**src/hw/rtl/ptm_pkg.sv**
```systemverilog
// ptm_pkg: shared constants, op codes, controller states and the command and
// status structs used between the timer manager controller and datapath.
// no dependencies
`timescale 1ns / 1ps

package ptm_pkg;

    // sizing
    localparam int NUM_TIMERS   = 16;
    localparam int TIME_BITS    = 48;
    localparam int ID_BITS      = (NUM_TIMERS > 1) ? $clog2(NUM_TIMERS) : 1;
    localparam int SCAN_BITS    = $clog2(NUM_TIMERS + 1);

    // field widths
    localparam int OP_BITS      = 2;
    localparam int ITEM_ID_BITS = 4;
    localparam int PERIOD_BITS  = 16;
    localparam int OUT_ID_BITS  = 4;
    localparam int STEP_BITS    = 10;
    localparam int S_DATA_BITS  = 24;
    localparam int M_DATA_BITS  = 8;

    // arithmetic constants
    localparam int US_PER_MS    = 1000;
    localparam int MS_MUL_BITS  = 10;
    localparam int PROD_BITS    = PERIOD_BITS + MS_MUL_BITS;
    localparam logic [STEP_BITS-1:0] STEP_RESET = STEP_BITS'(1000);

    typedef enum logic [OP_BITS-1:0] {
        OP_TICK  = 2'd0,
        OP_START = 2'd1,
        OP_STOP  = 2'd2
    } op_t;

    typedef enum logic [3:0] {
        ST_IDLE,
        ST_DECODE,
        ST_STOP,
        ST_START_MUL,
        ST_START_WR,
        ST_ADVANCE,
        ST_DUE_SCAN,
        ST_SEL_START,
        ST_SEL_SCAN,
        ST_SEL_PER,
        ST_SEL_MUL,
        ST_EMIT
    } ctl_state_t;

    typedef struct packed {
        logic load;        // latch the input transaction
        logic disarm;      // stop: clear armed bit
        logic mul;         // register period * 1000
        logic mul_stored;  // 1: period from store, 0: from item
        logic arm_write;   // start: write deadline and period, set armed
        logic advance;     // now += step, clear due flags, reset scan
        logic scan_reset;  // restart slot scan and best tracking
        logic scan_step;   // one slot scan step
        logic scan_select; // 1: best search, 0: due evaluation
        logic emit;        // write result, advance best deadline
    } ptm_cmd_t;

    typedef struct packed {
        logic [OP_BITS-1:0] item_op;
        logic               scan_done;
        logic               any_due;
        logic               out_free;
    } ptm_status_t;

endpackage

```
**src/hw/rtl/ptm_ram.sv**
```systemverilog
// ptm_ram: generic single write, single read port ram with registered read
// no dependencies
`timescale 1ns / 1ps

module ptm_ram #(
    parameter int WIDTH = 8,
    parameter int DEPTH = 16
) (
    input  logic                                         clk,
    input  logic                                         we,
    input  logic [((DEPTH > 1) ? $clog2(DEPTH) : 1)-1:0] waddr,
    input  logic [WIDTH-1:0]                             wdata,
    input  logic [((DEPTH > 1) ? $clog2(DEPTH) : 1)-1:0] raddr,
    output logic [WIDTH-1:0]                             rdata
);

    logic [WIDTH-1:0] mem [DEPTH];

    always_ff @(posedge clk)
    begin
        if (we)
        begin
            mem[waddr] <= wdata;
        end
        rdata <= mem[raddr];
    end

endmodule

```
**src/hw/rtl/ptm_ctrl.sv**
```systemverilog
// ptm_ctrl: sequencing state machine of the timer manager
// depends on ptm_pkg
`timescale 1ns / 1ps

module ptm_ctrl (
    input  logic                 clk,
    input  logic                 rst_n,
    input  logic                 s_tvalid,
    output logic                 s_tready,
    input  ptm_pkg::ptm_status_t status,
    output ptm_pkg::ptm_cmd_t    cmd
);

    ptm_pkg::ctl_state_t state_reg;
    ptm_pkg::ctl_state_t state_next;

    always_ff @(posedge clk or negedge rst_n)
    begin
        if (!rst_n)
        begin
            state_reg <= ptm_pkg::ST_IDLE;
        end
        else
        begin
            state_reg <= state_next;
        end
    end

    // next state
    always_comb
    begin
        state_next = state_reg;
        unique case (state_reg)
            ptm_pkg::ST_IDLE:
            begin
                if (s_tvalid)
                begin
                    state_next = ptm_pkg::ST_DECODE;
                end
            end
            ptm_pkg::ST_DECODE:
            begin
                priority case (status.item_op)
                    ptm_pkg::OP_TICK:  state_next = ptm_pkg::ST_ADVANCE;
                    ptm_pkg::OP_START: state_next = ptm_pkg::ST_START_MUL;
                    ptm_pkg::OP_STOP:  state_next = ptm_pkg::ST_STOP;
                    default:           state_next = ptm_pkg::ST_IDLE;
                endcase
            end
            ptm_pkg::ST_STOP:      state_next = ptm_pkg::ST_IDLE;
            ptm_pkg::ST_START_MUL: state_next = ptm_pkg::ST_START_WR;
            ptm_pkg::ST_START_WR:  state_next = ptm_pkg::ST_IDLE;
            ptm_pkg::ST_ADVANCE:   state_next = ptm_pkg::ST_DUE_SCAN;
            ptm_pkg::ST_DUE_SCAN:
            begin
                if (status.scan_done)
                begin
                    state_next = ptm_pkg::ST_SEL_START;
                end
            end
            ptm_pkg::ST_SEL_START:
            begin
                state_next = status.any_due ? ptm_pkg::ST_SEL_SCAN : ptm_pkg::ST_IDLE;
            end
            ptm_pkg::ST_SEL_SCAN:
            begin
                if (status.scan_done)
                begin
                    state_next = ptm_pkg::ST_SEL_PER;
                end
            end
            ptm_pkg::ST_SEL_PER:   state_next = ptm_pkg::ST_SEL_MUL;
            ptm_pkg::ST_SEL_MUL:   state_next = ptm_pkg::ST_EMIT;
            ptm_pkg::ST_EMIT:
            begin
                if (status.out_free)
                begin
                    state_next = ptm_pkg::ST_SEL_START;
                end
            end
            default:               state_next = ptm_pkg::ST_IDLE;
        endcase
    end

    // outputs
    always_comb
    begin
        cmd      = '0;
        s_tready = 1'b0;
        unique case (state_reg)
            ptm_pkg::ST_IDLE:
            begin
                s_tready = 1'b1;
                cmd.load = s_tvalid;
            end
            ptm_pkg::ST_STOP:      cmd.disarm = 1'b1;
            ptm_pkg::ST_START_MUL: cmd.mul = 1'b1;
            ptm_pkg::ST_START_WR:  cmd.arm_write = 1'b1;
            ptm_pkg::ST_ADVANCE:   cmd.advance = 1'b1;
            ptm_pkg::ST_DUE_SCAN:  cmd.scan_step = 1'b1;
            ptm_pkg::ST_SEL_START: cmd.scan_reset = 1'b1;
            ptm_pkg::ST_SEL_SCAN:
            begin
                cmd.scan_step   = 1'b1;
                cmd.scan_select = 1'b1;
            end
            ptm_pkg::ST_SEL_MUL:
            begin
                cmd.mul        = 1'b1;
                cmd.mul_stored = 1'b1;
            end
            ptm_pkg::ST_EMIT:      cmd.emit = status.out_free;
            default:
            begin
                cmd      = '0;
                s_tready = 1'b0;
            end
        endcase
    end

    ap_load_decode: assert property (@(posedge clk) disable iff (!rst_n)
        (s_tvalid && s_tready) |=> (state_reg == ptm_pkg::ST_DECODE))
        else $error("accepted transaction not decoded");

    ap_emit_free: assert property (@(posedge clk) disable iff (!rst_n)
        cmd.emit |-> status.out_free)
        else $error("result written into an occupied output register");

endmodule

```
**src/hw/rtl/ptm_datapath.sv**
```systemverilog
// ptm_datapath: time base, armed and due flags, deadline and period stores,
// slot scan engine, best-deadline search and output register
// depends on ptm_pkg and ptm_ram
`timescale 1ns / 1ps

module ptm_datapath (
    input  logic                              clk,
    input  logic                              rst_n,
    input  logic                              cfg_we,
    input  logic [ptm_pkg::STEP_BITS-1:0]     cfg_wdata,
    input  logic [ptm_pkg::S_DATA_BITS-1:0]   s_tdata,
    input  logic [ptm_pkg::OP_BITS-1:0]       s_tuser,
    output logic                              m_tvalid,
    input  logic                              m_tready,
    output logic [ptm_pkg::M_DATA_BITS-1:0]   m_tdata,
    output logic                              m_tlast,
    input  ptm_pkg::ptm_cmd_t                 cmd,
    output ptm_pkg::ptm_status_t              status
);

    localparam int TB = ptm_pkg::TIME_BITS;
    localparam int IB = ptm_pkg::ID_BITS;
    localparam int NT = ptm_pkg::NUM_TIMERS;

    logic [ptm_pkg::STEP_BITS-1:0]    step_reg;
    logic [TB-1:0]                    now_reg;
    logic [NT-1:0]                    armed_reg;
    logic [NT-1:0]                    due_reg;

    logic [ptm_pkg::OP_BITS-1:0]      op_reg;
    logic [ptm_pkg::ITEM_ID_BITS-1:0] id_reg;
    logic [ptm_pkg::PERIOD_BITS-1:0]  per_reg;
    logic [ptm_pkg::PROD_BITS-1:0]    prod_reg;

    logic [ptm_pkg::SCAN_BITS-1:0]    scan_idx_reg;
    logic                             rd_pend_reg;
    logic [IB-1:0]                    rd_idx_reg;

    logic [IB-1:0]                    best_reg;
    logic [TB-1:0]                    best_late_reg;
    logic [TB-1:0]                    best_dl_reg;
    logic                             found_reg;

    logic                             out_valid_reg;
    logic [ptm_pkg::OUT_ID_BITS-1:0]  out_id_reg;
    logic                             out_last_reg;

    logic [IB-1:0]                    item_slot;
    logic                             item_in_range;
    logic [TB-1:0]                    dl_rdata;
    logic [ptm_pkg::PERIOD_BITS-1:0]  per_rdata;
    logic [TB-1:0]                    late;
    logic                             dl_we;
    logic [IB-1:0]                    dl_waddr;
    logic [TB-1:0]                    dl_wdata;
    logic [IB-1:0]                    scan_addr;
    logic                             scan_more;
    logic [NT-1:0]                    best_mask;
    logic [ptm_pkg::PERIOD_BITS-1:0]  mul_src;

    assign item_slot     = IB'(id_reg);
    assign item_in_range = (32'(id_reg) < 32'(NT));
    assign scan_addr     = scan_idx_reg[IB-1:0];
    assign scan_more     = (32'(scan_idx_reg) < 32'(NT));
    assign late          = now_reg - dl_rdata;
    assign best_mask     = {{(NT-1){1'b0}}, 1'b1} << best_reg;
    assign mul_src       = cmd.mul_stored ? per_rdata : per_reg;

    // shared deadline write port: start arms, emit advances
    assign dl_we    = (cmd.arm_write && item_in_range && !armed_reg[item_slot]) || cmd.emit;
    assign dl_waddr = cmd.emit ? best_reg : item_slot;
    assign dl_wdata = cmd.emit ? (best_dl_reg + TB'(prod_reg)) : (now_reg + TB'(prod_reg));

    ptm_ram #(
        .WIDTH (TB),
        .DEPTH (NT)
    ) u_deadline_ram (
        .clk   (clk),
        .we    (dl_we),
        .waddr (dl_waddr),
        .wdata (dl_wdata),
        .raddr (scan_addr),
        .rdata (dl_rdata)
    );

    ptm_ram #(
        .WIDTH (ptm_pkg::PERIOD_BITS),
        .DEPTH (NT)
    ) u_period_ram (
        .clk   (clk),
        .we    (cmd.arm_write && item_in_range && !armed_reg[item_slot]),
        .waddr (item_slot),
        .wdata (per_reg),
        .raddr (best_reg),
        .rdata (per_rdata)
    );

    // control state
    always_ff @(posedge clk or negedge rst_n)
    begin
        if (!rst_n)
        begin
            step_reg      <= ptm_pkg::STEP_RESET;
            now_reg       <= '0;
            armed_reg     <= '0;
            due_reg       <= '0;
            scan_idx_reg  <= '0;
            rd_pend_reg   <= 1'b0;
            found_reg     <= 1'b0;
            out_valid_reg <= 1'b0;
        end
        else
        begin
            if (cfg_we)
            begin
                step_reg <= cfg_wdata;
            end
            if (cmd.disarm && item_in_range)
            begin
                armed_reg[item_slot] <= 1'b0;
            end
            if (cmd.arm_write && item_in_range)
            begin
                armed_reg[item_slot] <= 1'b1;
            end
            if (cmd.advance)
            begin
                now_reg <= now_reg + TB'(step_reg);
                due_reg <= '0;
            end
            if (cmd.advance || cmd.scan_reset)
            begin
                scan_idx_reg <= '0;
                rd_pend_reg  <= 1'b0;
                found_reg    <= 1'b0;
            end
            else if (cmd.scan_step)
            begin
                rd_pend_reg <= scan_more;
                if (scan_more)
                begin
                    scan_idx_reg <= scan_idx_reg + 1'b1;
                end
                if (rd_pend_reg)
                begin
                    if (!cmd.scan_select)
                    begin
                        due_reg[rd_idx_reg] <= armed_reg[rd_idx_reg] && !late[TB-1];
                    end
                    else if (due_reg[rd_idx_reg] && (!found_reg || late > best_late_reg))
                    begin
                        found_reg <= 1'b1;
                    end
                end
            end
            if (cmd.emit)
            begin
                due_reg[best_reg] <= 1'b0;
                out_valid_reg     <= 1'b1;
            end
            else if (m_tready)
            begin
                out_valid_reg <= 1'b0;
            end
        end
    end

    // payload
    always_ff @(posedge clk)
    begin
        if (cmd.load)
        begin
            op_reg  <= s_tuser;
            id_reg  <= s_tdata[ptm_pkg::ITEM_ID_BITS-1:0];
            per_reg <= s_tdata[ptm_pkg::ITEM_ID_BITS +: ptm_pkg::PERIOD_BITS];
        end
        if (cmd.mul)
        begin
            prod_reg <= ptm_pkg::PROD_BITS'(mul_src) *
                        ptm_pkg::PROD_BITS'(ptm_pkg::US_PER_MS);
        end
        if (cmd.scan_step && scan_more)
        begin
            rd_idx_reg <= scan_addr;
        end
        if (cmd.scan_step && cmd.scan_select && rd_pend_reg && due_reg[rd_idx_reg]
            && (!found_reg || late > best_late_reg))
        begin
            best_reg      <= rd_idx_reg;
            best_late_reg <= late;
            best_dl_reg   <= dl_rdata;
        end
        if (cmd.emit)
        begin
            out_id_reg   <= ptm_pkg::OUT_ID_BITS'(best_reg);
            out_last_reg <= ((due_reg & ~best_mask) == '0);
        end
    end

    assign m_tvalid = out_valid_reg;
    assign m_tdata  = ptm_pkg::M_DATA_BITS'(out_id_reg);
    assign m_tlast  = out_last_reg;

    assign status.item_op   = op_reg;
    assign status.scan_done = !scan_more && !rd_pend_reg;
    assign status.any_due   = (due_reg != '0);
    assign status.out_free  = !out_valid_reg || m_tready;

    ap_emit_valid: assert property (@(posedge clk) disable iff (!rst_n)
        cmd.emit |=> m_tvalid)
        else $error("emitted result not presented");

    ap_emit_clears_due: assert property (@(posedge clk) disable iff (!rst_n)
        cmd.emit |=> !due_reg[$past(best_reg)])
        else $error("reported slot still flagged due");

    ap_emit_found: assert property (@(posedge clk) disable iff (!rst_n)
        cmd.emit |-> found_reg)
        else $error("result emitted with no slot selected");

    ap_time_hold: assert property (@(posedge clk) disable iff (!rst_n)
        !cmd.advance |=> $stable(now_reg))
        else $error("time base moved outside a tick");

endmodule

```
**src/hw/rtl/periodic_timer_manager.sv**
```systemverilog
// periodic_timer_manager: top level of the periodic timer slot manager
// depends on ptm_pkg, ptm_ctrl, ptm_datapath (which uses ptm_ram)
`timescale 1ns / 1ps

// channel   | direction | handshake            | payload
// ----------+-----------+----------------------+---------------------------------------
// s_axis    | in        | s_tvalid / s_tready  | tuser: op; tdata: timer_id, period_ms
// m_axis    | out       | m_tvalid / m_tready  | tdata: expired_id; tlast: last
// cfg       | in        | cfg_we               | cfg_wdata: tick_step_us
//
// a stop passes through decode and stop, and a start through decode, multiply and
// write, from acceptance to the next ready; a tick advances time, scans all slots for
// due timers, then walks the one read port of the deadline store once per expiry
// reset clears time, armed flags and the output register; stores need no clear
// a stalled result holds in the output register; the search waits only when the
// next result is ready and the register is still full

module periodic_timer_manager (
    input  logic                            clk,
    input  logic                            rst_n,

    // configuration: tick step in microseconds
    input  logic                            cfg_we,
    input  logic [ptm_pkg::STEP_BITS-1:0]   cfg_wdata,

    // input transactions
    input  logic                            s_tvalid,
    output logic                            s_tready,
    input  logic [ptm_pkg::S_DATA_BITS-1:0] s_tdata,   // [3:0] timer_id, [19:4] period_ms
    input  logic [ptm_pkg::OP_BITS-1:0]     s_tuser,   // [1:0] op

    // expiry transactions
    output logic                            m_tvalid,
    input  logic                            m_tready,
    output logic [ptm_pkg::M_DATA_BITS-1:0] m_tdata,   // [3:0] expired_id
    output logic                            m_tlast
);

    ptm_pkg::ptm_cmd_t    cmd;
    ptm_pkg::ptm_status_t status;

    // sequencer: decodes the op and walks the tick through due scan and
    // repeated best-deadline searches
    ptm_ctrl u_ctrl (
        .clk      (clk),
        .rst_n    (rst_n),
        .s_tvalid (s_tvalid),
        .s_tready (s_tready),
        .status   (status),
        .cmd      (cmd)
    );

    // storage, arithmetic and output register
    ptm_datapath u_datapath (
        .clk       (clk),
        .rst_n     (rst_n),
        .cfg_we    (cfg_we),
        .cfg_wdata (cfg_wdata),
        .s_tdata   (s_tdata),
        .s_tuser   (s_tuser),
        .m_tvalid  (m_tvalid),
        .m_tready  (m_tready),
        .m_tdata   (m_tdata),
        .m_tlast   (m_tlast),
        .cmd       (cmd),
        .status    (status)
    );

endmodule
```
**config.mk**
```make
export PLATFORM = sky130hd
export DESIGN_NAME = periodic_timer_manager
export DESIGN_NICKNAME = d
export VERILOG_FILES = /design/src/hw/rtl/ptm_pkg.sv /design/src/hw/rtl/ptm_ram.sv /design/src/hw/rtl/ptm_ctrl.sv /design/src/hw/rtl/ptm_datapath.sv /design/src/hw/rtl/periodic_timer_manager.sv
export SDC_FILE = /design/constraint.sdc
export NUM_CORES = 2
export LEC_CHECK = 0
export BUFFER_PORTS_ARGS = -buffer_cell sky130_fd_sc_hd__buf_2
export CAP_MARGIN = 30
export CORE_UTILIZATION = 47
export DETAILED_ROUTE_END_ITERATION = 8
export PLACE_DENSITY_LB_ADDON = 0.3
export SLEW_MARGIN = 25
export SYNTH_ARGS = -nofsm -noshare
export SYNTH_HDL_FRONTEND = slang
export SYNTH_SLANG_ARGS = --single-unit
export TNS_END_PERCENT = 50
```
**constraint.sdc**
```tcl
create_clock -name clk -period 15.4 [get_ports clk]
set_input_delay 0 -clock clk [delete_from_list [all_inputs] [get_ports clk]]
set_output_delay 0 -clock clk [all_outputs]
set_load 0.03 [all_outputs]
```
== Yosys cells after proc, flatten, opt, wreduce, memory -nomap -nowiden ==
Memories as Yosys holds them, arrays and structs flattened. A register that Yosys moved wholly into a read port is not among the register bits.
Cells that the tools add are included.
Operators by class
  add/sub/neg operators: 5
  multipliers: 1
  divide/modulo/power cells: 0
  $lt $le $gt $ge: 8
  eq/ne operators: 17
  shifts and indexed selects: 1
  mux-type cells: 58
  bitwise gates (word level): 7
  reduce and logical (&&, ||, !) cells: 37
Operators with widths (count)
  $mux 16: 9
  $add 48x26->48: 2
  $add 48x10->48: 1
  $and 16x16->16: 3
  $gt 48x48->1: 1
  $mux 48: 1
  $not 16->16: 3
  $sub 48x48->48: 1
  $pmux 4 s10: 1
  $mux 1: 30
  $mux 4: 6
  $mul 16x7->23 const B: 1
  $bwmux 16: 1
  $eq 4x3->1 const B: 4
  $eq 4x4->1 const B: 4
  $logic_not 16->1: 1
  $or 16x16->16: 1
  $reduce_bool 16->1: 1
  $shl 1x4->16 const A: 1
  $lt 4x5->1 const B: 3
  $mux 5: 3
  $bmux 1 s4: 3
  $demux 1 s4: 3
  $ge 4x1->1 const B: 3
  18 further kinds: 47
Storage, ports and cells
  register bits after elaboration: 256
  bits in latches: 0
  bits in writable memories: 1024
  ROM bits: 0
  bits of input ports: 41
  output and inout port bits: 11
  logic and storage cells: 155
  memories: 2
Memories
  u_datapath.u_deadline_ram.mem: depth 16, bits a word 48, rd ports 1, clocked after memory_dff 1, write ports 1, RTL line ptm_ram.sv:17  | logic [WIDTH-1:0] mem [DEPTH];
  u_datapath.u_period_ram.mem: depth 16, bits a word 16, rd ports 1, clocked after memory_dff 1, write ports 1, RTL line ptm_ram.sv:17

== Longest topological paths before layout ==
  depth in word-level cells: 11
  gate-level depth with buffers: 25
  depth with buffers taken out: 25

== Hierarchy ==
Synthesis repeated with hierarchy kept, for this count alone.
Second synthesis, totals
  cells, all modules: 3608
  area total of the unflattened synthesis: 59336.9 µm²
Modules (own cells, without submodules)
  ptm_ram (u_datapath.u_deadline_ram): times used 1, cells each 1242, area an instance 29691.0 µm², seq. area each 24023.0 µm²
  ptm_datapath: times used 1, cells each 1874, area an instance 19119.6 µm², seq. area each 7084.3 µm²
  ptm_ram (u_datapath.u_period_ram): times used 1, cells each 432, area an instance 10043.4 µm², seq. area each 8007.7 µm²
  ptm_ctrl: times used 1, cells each 60, area an instance 483.0 µm², seq. area each 100.1 µm²

== Worst setup path before layout ==
OpenSTA, ideal clock, no wires.
  path kind: reg2reg
  start: register u_datapath.now_reg[0]
  end: register u_datapath.best_dl_reg[0] (enable)
  library setup time: 0.454 ns
  arrival: 6.208 ns
  required time: 14.946 ns
  slack: 8.737 ns
  cell stages (with the launch flop): 26
  path buffers: 0
  clock period less this slack: 6.663 ns
  cell sequence: dfrtp_1 > inv_1 > ha_1 > inv_1 > fa_1 > a211oi_1 > o211ai_1 > a221oi_2 > nand4_2 > a311oi_2 > o21bai_1 > a21o_1 > a221o_2 > a221oi_2 > xnor2_1 > ha_1 > a21o_1 > a21oi_1 > nor2b_1 > o21ai_0 > nand2b_1 > a21oi_1 > nor2b_1 > o21ai_0 > nand4b_1 > o211a_1
Between the ends
  longest elaborated chain between the ends: 4
RTL lines
  from (decl): RTL line ptm_datapath.sv:26  | logic [TB-1:0] now_reg;
  from (signal assigned): RTL line ptm_datapath.sv:128  | now_reg <= now_reg + TB'(step_reg);
  $sub 48x48->48: RTL line ptm_datapath.sv:65  | assign late = now_reg - dl_rdata;
  net u_datapath.late[40]: RTL line ptm_datapath.sv:52  | logic [TB-1:0] late;
  $gt 48x48->1: RTL line ptm_datapath.sv:187  | && (!found_reg || late > best_late_reg))
  $logic_or 1x1->1: RTL line ptm_datapath.sv:187
  $logic_and 1x1->1: RTL line ptm_datapath.sv:187
  to (signal assigned): RTL line ptm_datapath.sv:191  | best_dl_reg <= dl_rdata;
  to (decl): RTL line ptm_datapath.sv:41  | logic [TB-1:0] best_dl_reg;
The timed path passes the listed nets, and every way through them passes these cells.
A chain may end at the register's enable or synchronous reset.

== Worst setup path in the final report ==
  start: register u_datapath.now_reg[0]
  end: register u_datapath.best_dl_reg[40] (enable)
The elaborated chain is that of the path after synthesis.

==> results.toml <==
[run_status]
run_status = "complete, but fails checks"
failed_checks = "design-rule violations"

[floorplan]
rows = 129
design.core.area_um2 = 124000
die-width_um = 356
fp.dieArea_um2 = 126000
floorplan.die.height_um = 356
ios = 52
initial_core_util_pct = 47.5

[cells_and_area]
antennaDiodeCount = 0
reg.largest.list = "u_datapath.u_deadline_ram.mem: 768 flops, u_datapath.u_period_ram.mem: 256 flops"
ratio_of_cells_with_drive_above_1_in_the_final_layout_pct = 21.1
largest_reg_flops = 768
final_cells = 5408
final_core_util_pct = 54.2
final_nets = 3940
area_growth_from_synthesis_to_layout_pct = 14.2
registers.top_by_ff_count = "u_datapath.u_deadline_ram.mem"

[power]
ir_drop_mv = 0.187
pwr_density_cell_nw_per_um2 = 187
design_power_total_uw = 12600
leakage_uw = 0.0243

[clock_tree]
clkSlewWorstSetupHoldPaths_ns = 0.06
number_of_buffers_inserted_to_repair_setup_after_cts = 0
hold_buffers = 70
cts-root-buf = "sky130_fd_sc_hd__clkbuf_16"
clock_path_buffers = 3
cts_resized = 0
cts_inserted_buffers = 136
tritoncts = "built"
cts_sinks = 1344
htree_num_levels = 4
clkLatencyLatePin_ns = 0.76

[sta]
tns_ns = 0
slew-limit-headroom_pct = 37.6
report.final.setup_viol = 0
period_minus_slack_ns = 7.06
hold_viol_final = 0
timing.hold.ws_ns = 0.220
final.setup_skew_ns = 0.0285
grt_setup_unrepaired = "no"
maxClockFrequency_ghz = 0.142
tightestPinTransition_ns = 0.933
timing.final.crit_share_pct = 45.8
maxSlewViolCount = 0

[logic_synthesis]
netlist_top_cells_area = "sky130_fd_sc_hd__edfxtp_1, sky130_fd_sc_hd__mux4_2, sky130_fd_sc_hd__dfrtp_1"
dominantRegCellSynth = "sky130_fd_sc_hd__edfxtp_1"
yosysTopAreaCell = "sky130_fd_sc_hd__edfxtp_1"
synth_cell_type_count = 74
yosys-top-cells-count = "sky130_fd_sc_hd__edfxtp_1, sky130_fd_sc_hd__mux4_2, sky130_fd_sc_hd__ha_1"
synth_async_sr_flop_share_pct = 7.59
number_of_enable_flip_flop_cells_after_synthesis = 1178
syn-mean-instance-area_um2 = 17.1
yosys_register_bits = 1344
syn_area_um2 = 58800
synth.most_common_cell = "sky130_fd_sc_hd__edfxtp_1"
synth.top_cell.area_share_pct = 60.2
post_synth_inst_count = 3435
synth.yosys.warnings = 0
seq_area_frac_synth_pct = 66.7

[route]
vias_per_cell = 5.79
remaining_number_of_nets_flagged_by_the_antenna_check_after_routing = 0
route.vias.total = 31337
drt-initial-drc-count = 3079
drt_pre_antenna_iters = 9
post-route-drc-count = 20
route.detailed.wl_per_inst_um = 24.4
detail_route.wirelength_mm = 132

[global_routing]
gr-usage-all-layers_pct = 21.2
grt_max_degree = 80
vias_in_the_first_global_route = 31819
antenna_violations_before_repair = 2
grt_overflow_total = 0
global_route_wire_length_before_repair_mm = 199

[setup_path]
reg2reg_from = "u_datapath.now_reg[0]"
setup.worst_path.start_class = "register"
critical_path.reg2reg.endpoint = "u_datapath.best_dl_reg[40]"
critical_path.max_fanout = 55
worstPathRequired_ns = 15.78
timing.critical_path.to = "u_datapath.best_dl_reg[40]"
timing.reg2reg.worst_path_depth = 20
endpoint_kind = "register"
critPathArrivalTime_ns = 7.43
worst-setup-path-type = "register to register"
ff2ff_setup_slack_ns = 8.34
crit_start = "u_datapath.now_reg[0]"

[min_path]
min-delay-path-class = "input pin to register"
min_path_cells = 3

[run]
max_cap_violations = 0

[placement]
gp_congestion = 0.845
numPortBuffers = 43
placedCellCount = 5080
place_hpwl_mm = 79.1
## where the power goes
group	switching [uW]	total (uW)	internal, uW
registers	265	4960	4700
clock network	1370	3360	1990
logic	2430	4240	1820
total	4060	12600	8510
## layout by cell type (no fill, tap or decap), types with 92 or more instances in the layout
cell type and count:
sky130_fd_sc_hd__inv_1 155, sky130_fd_sc_hd__dfrtp_1 92, sky130_fd_sc_hd__a21oi_1 102, sky130_fd_sc_hd__ha_1 185, sky130_fd_sc_hd__nor2_1 107, sky130_fd_sc_hd__o21ai_0 123
sky130_fd_sc_hd__mux4_2 334, sky130_fd_sc_hd__nand2_1 176, sky130_fd_sc_hd__edfxtp_1 1178, sky130_fd_sc_hd__clkbuf_16 143
## worst min-delay path by stage
| stage | from | to | slack [ns] |
|---|---|---|---|
| finish | cfg_we | u_datapath.step_reg[1] | 0.22 |
| global route | m_tready | u_datapath.m_tvalid | 0.22 |
| CTS | cfg_we | u_datapath.step_reg[1] | 0.13 |
| detailed placement | rst_n | u_datapath.armed_reg[13] | 0.06 |
| global placement | rst_n | u_datapath.armed_reg[13] | 0.06 |
| floorplan | rst_n | asynchronous set/reset pin | -0.30 |
## layout make-up
cell class / count / area, um^2
Clock inverter: 61 / 673
Multi-Input combinational cell: 1807 / 18800
Fill cell: 9570 / 56700
Clock buffer: 191 / 3900
Inverter: 156 / 586
Tap cell: 1637 / 2050
Sequential cell: 1344 / 39200
Timing Repair Buffer: 212 / 1840
## per-stage QoR
step,area (um^2),setup slack (ns)
floorplan,58800,8.74
global placement,61300,8.41
detailed placement,61700,8.34
CTS,67000,8.30
global route,67100,7.78
finish,67100,8.34
## per-layer routing
layer  up-vias  GRT usage [%]  wire (um)
met5         -              0          0
met4         0           5.87       2790
met3       180           3.71       8170
met2       980           33.9      63300
met1     16225           30.2      57800
li1      13952              -          -
## critical path, stage by stage (launching register included)
cell and delay [ns]:
sky130_fd_sc_hd__dfrtp_1 0.38, sky130_fd_sc_hd__inv_1 0.12, sky130_fd_sc_hd__ha_1 0.20, sky130_fd_sc_hd__inv_1 0.06
sky130_fd_sc_hd__fa_1 0.42, sky130_fd_sc_hd__a211oi_1 0.37, sky130_fd_sc_hd__o211ai_1 0.23, sky130_fd_sc_hd__a221oi_2 0.42
sky130_fd_sc_hd__nand4_2 0.22, sky130_fd_sc_hd__a311oi_2 0.51, sky130_fd_sc_hd__o21bai_1 0.11, sky130_fd_sc_hd__a21o_1 0.23
sky130_fd_sc_hd__a221o_2 0.40, sky130_fd_sc_hd__a221oi_2 0.27, sky130_fd_sc_hd__xnor2_1 0.13, sky130_fd_sc_hd__ha_1 0.29
sky130_fd_sc_hd__nand4_1 0.12, sky130_fd_sc_hd__nor4_1 0.41, sky130_fd_sc_hd__a21boi_0 0.31, sky130_fd_sc_hd__o211a_4 0.66
sky130_fd_sc_hd__buf_4 0.76
## logic make-up after synthesis
family                   count (synthesis)  synth area share [%]
AO/OA/AOI/OAI                          441                  4.76
XOR/XNOR                               148                  2.21
adder cells (fa/ha/maj)                242                  5.88
buffers and inverters                  287                  1.87
flip-flops                            1344                  66.7
multiplexers                           385                  13.7
other                                    1               0.00638
AND/OR/NAND/NOR                        587                  4.80
(Power assumes the default switching activity.)
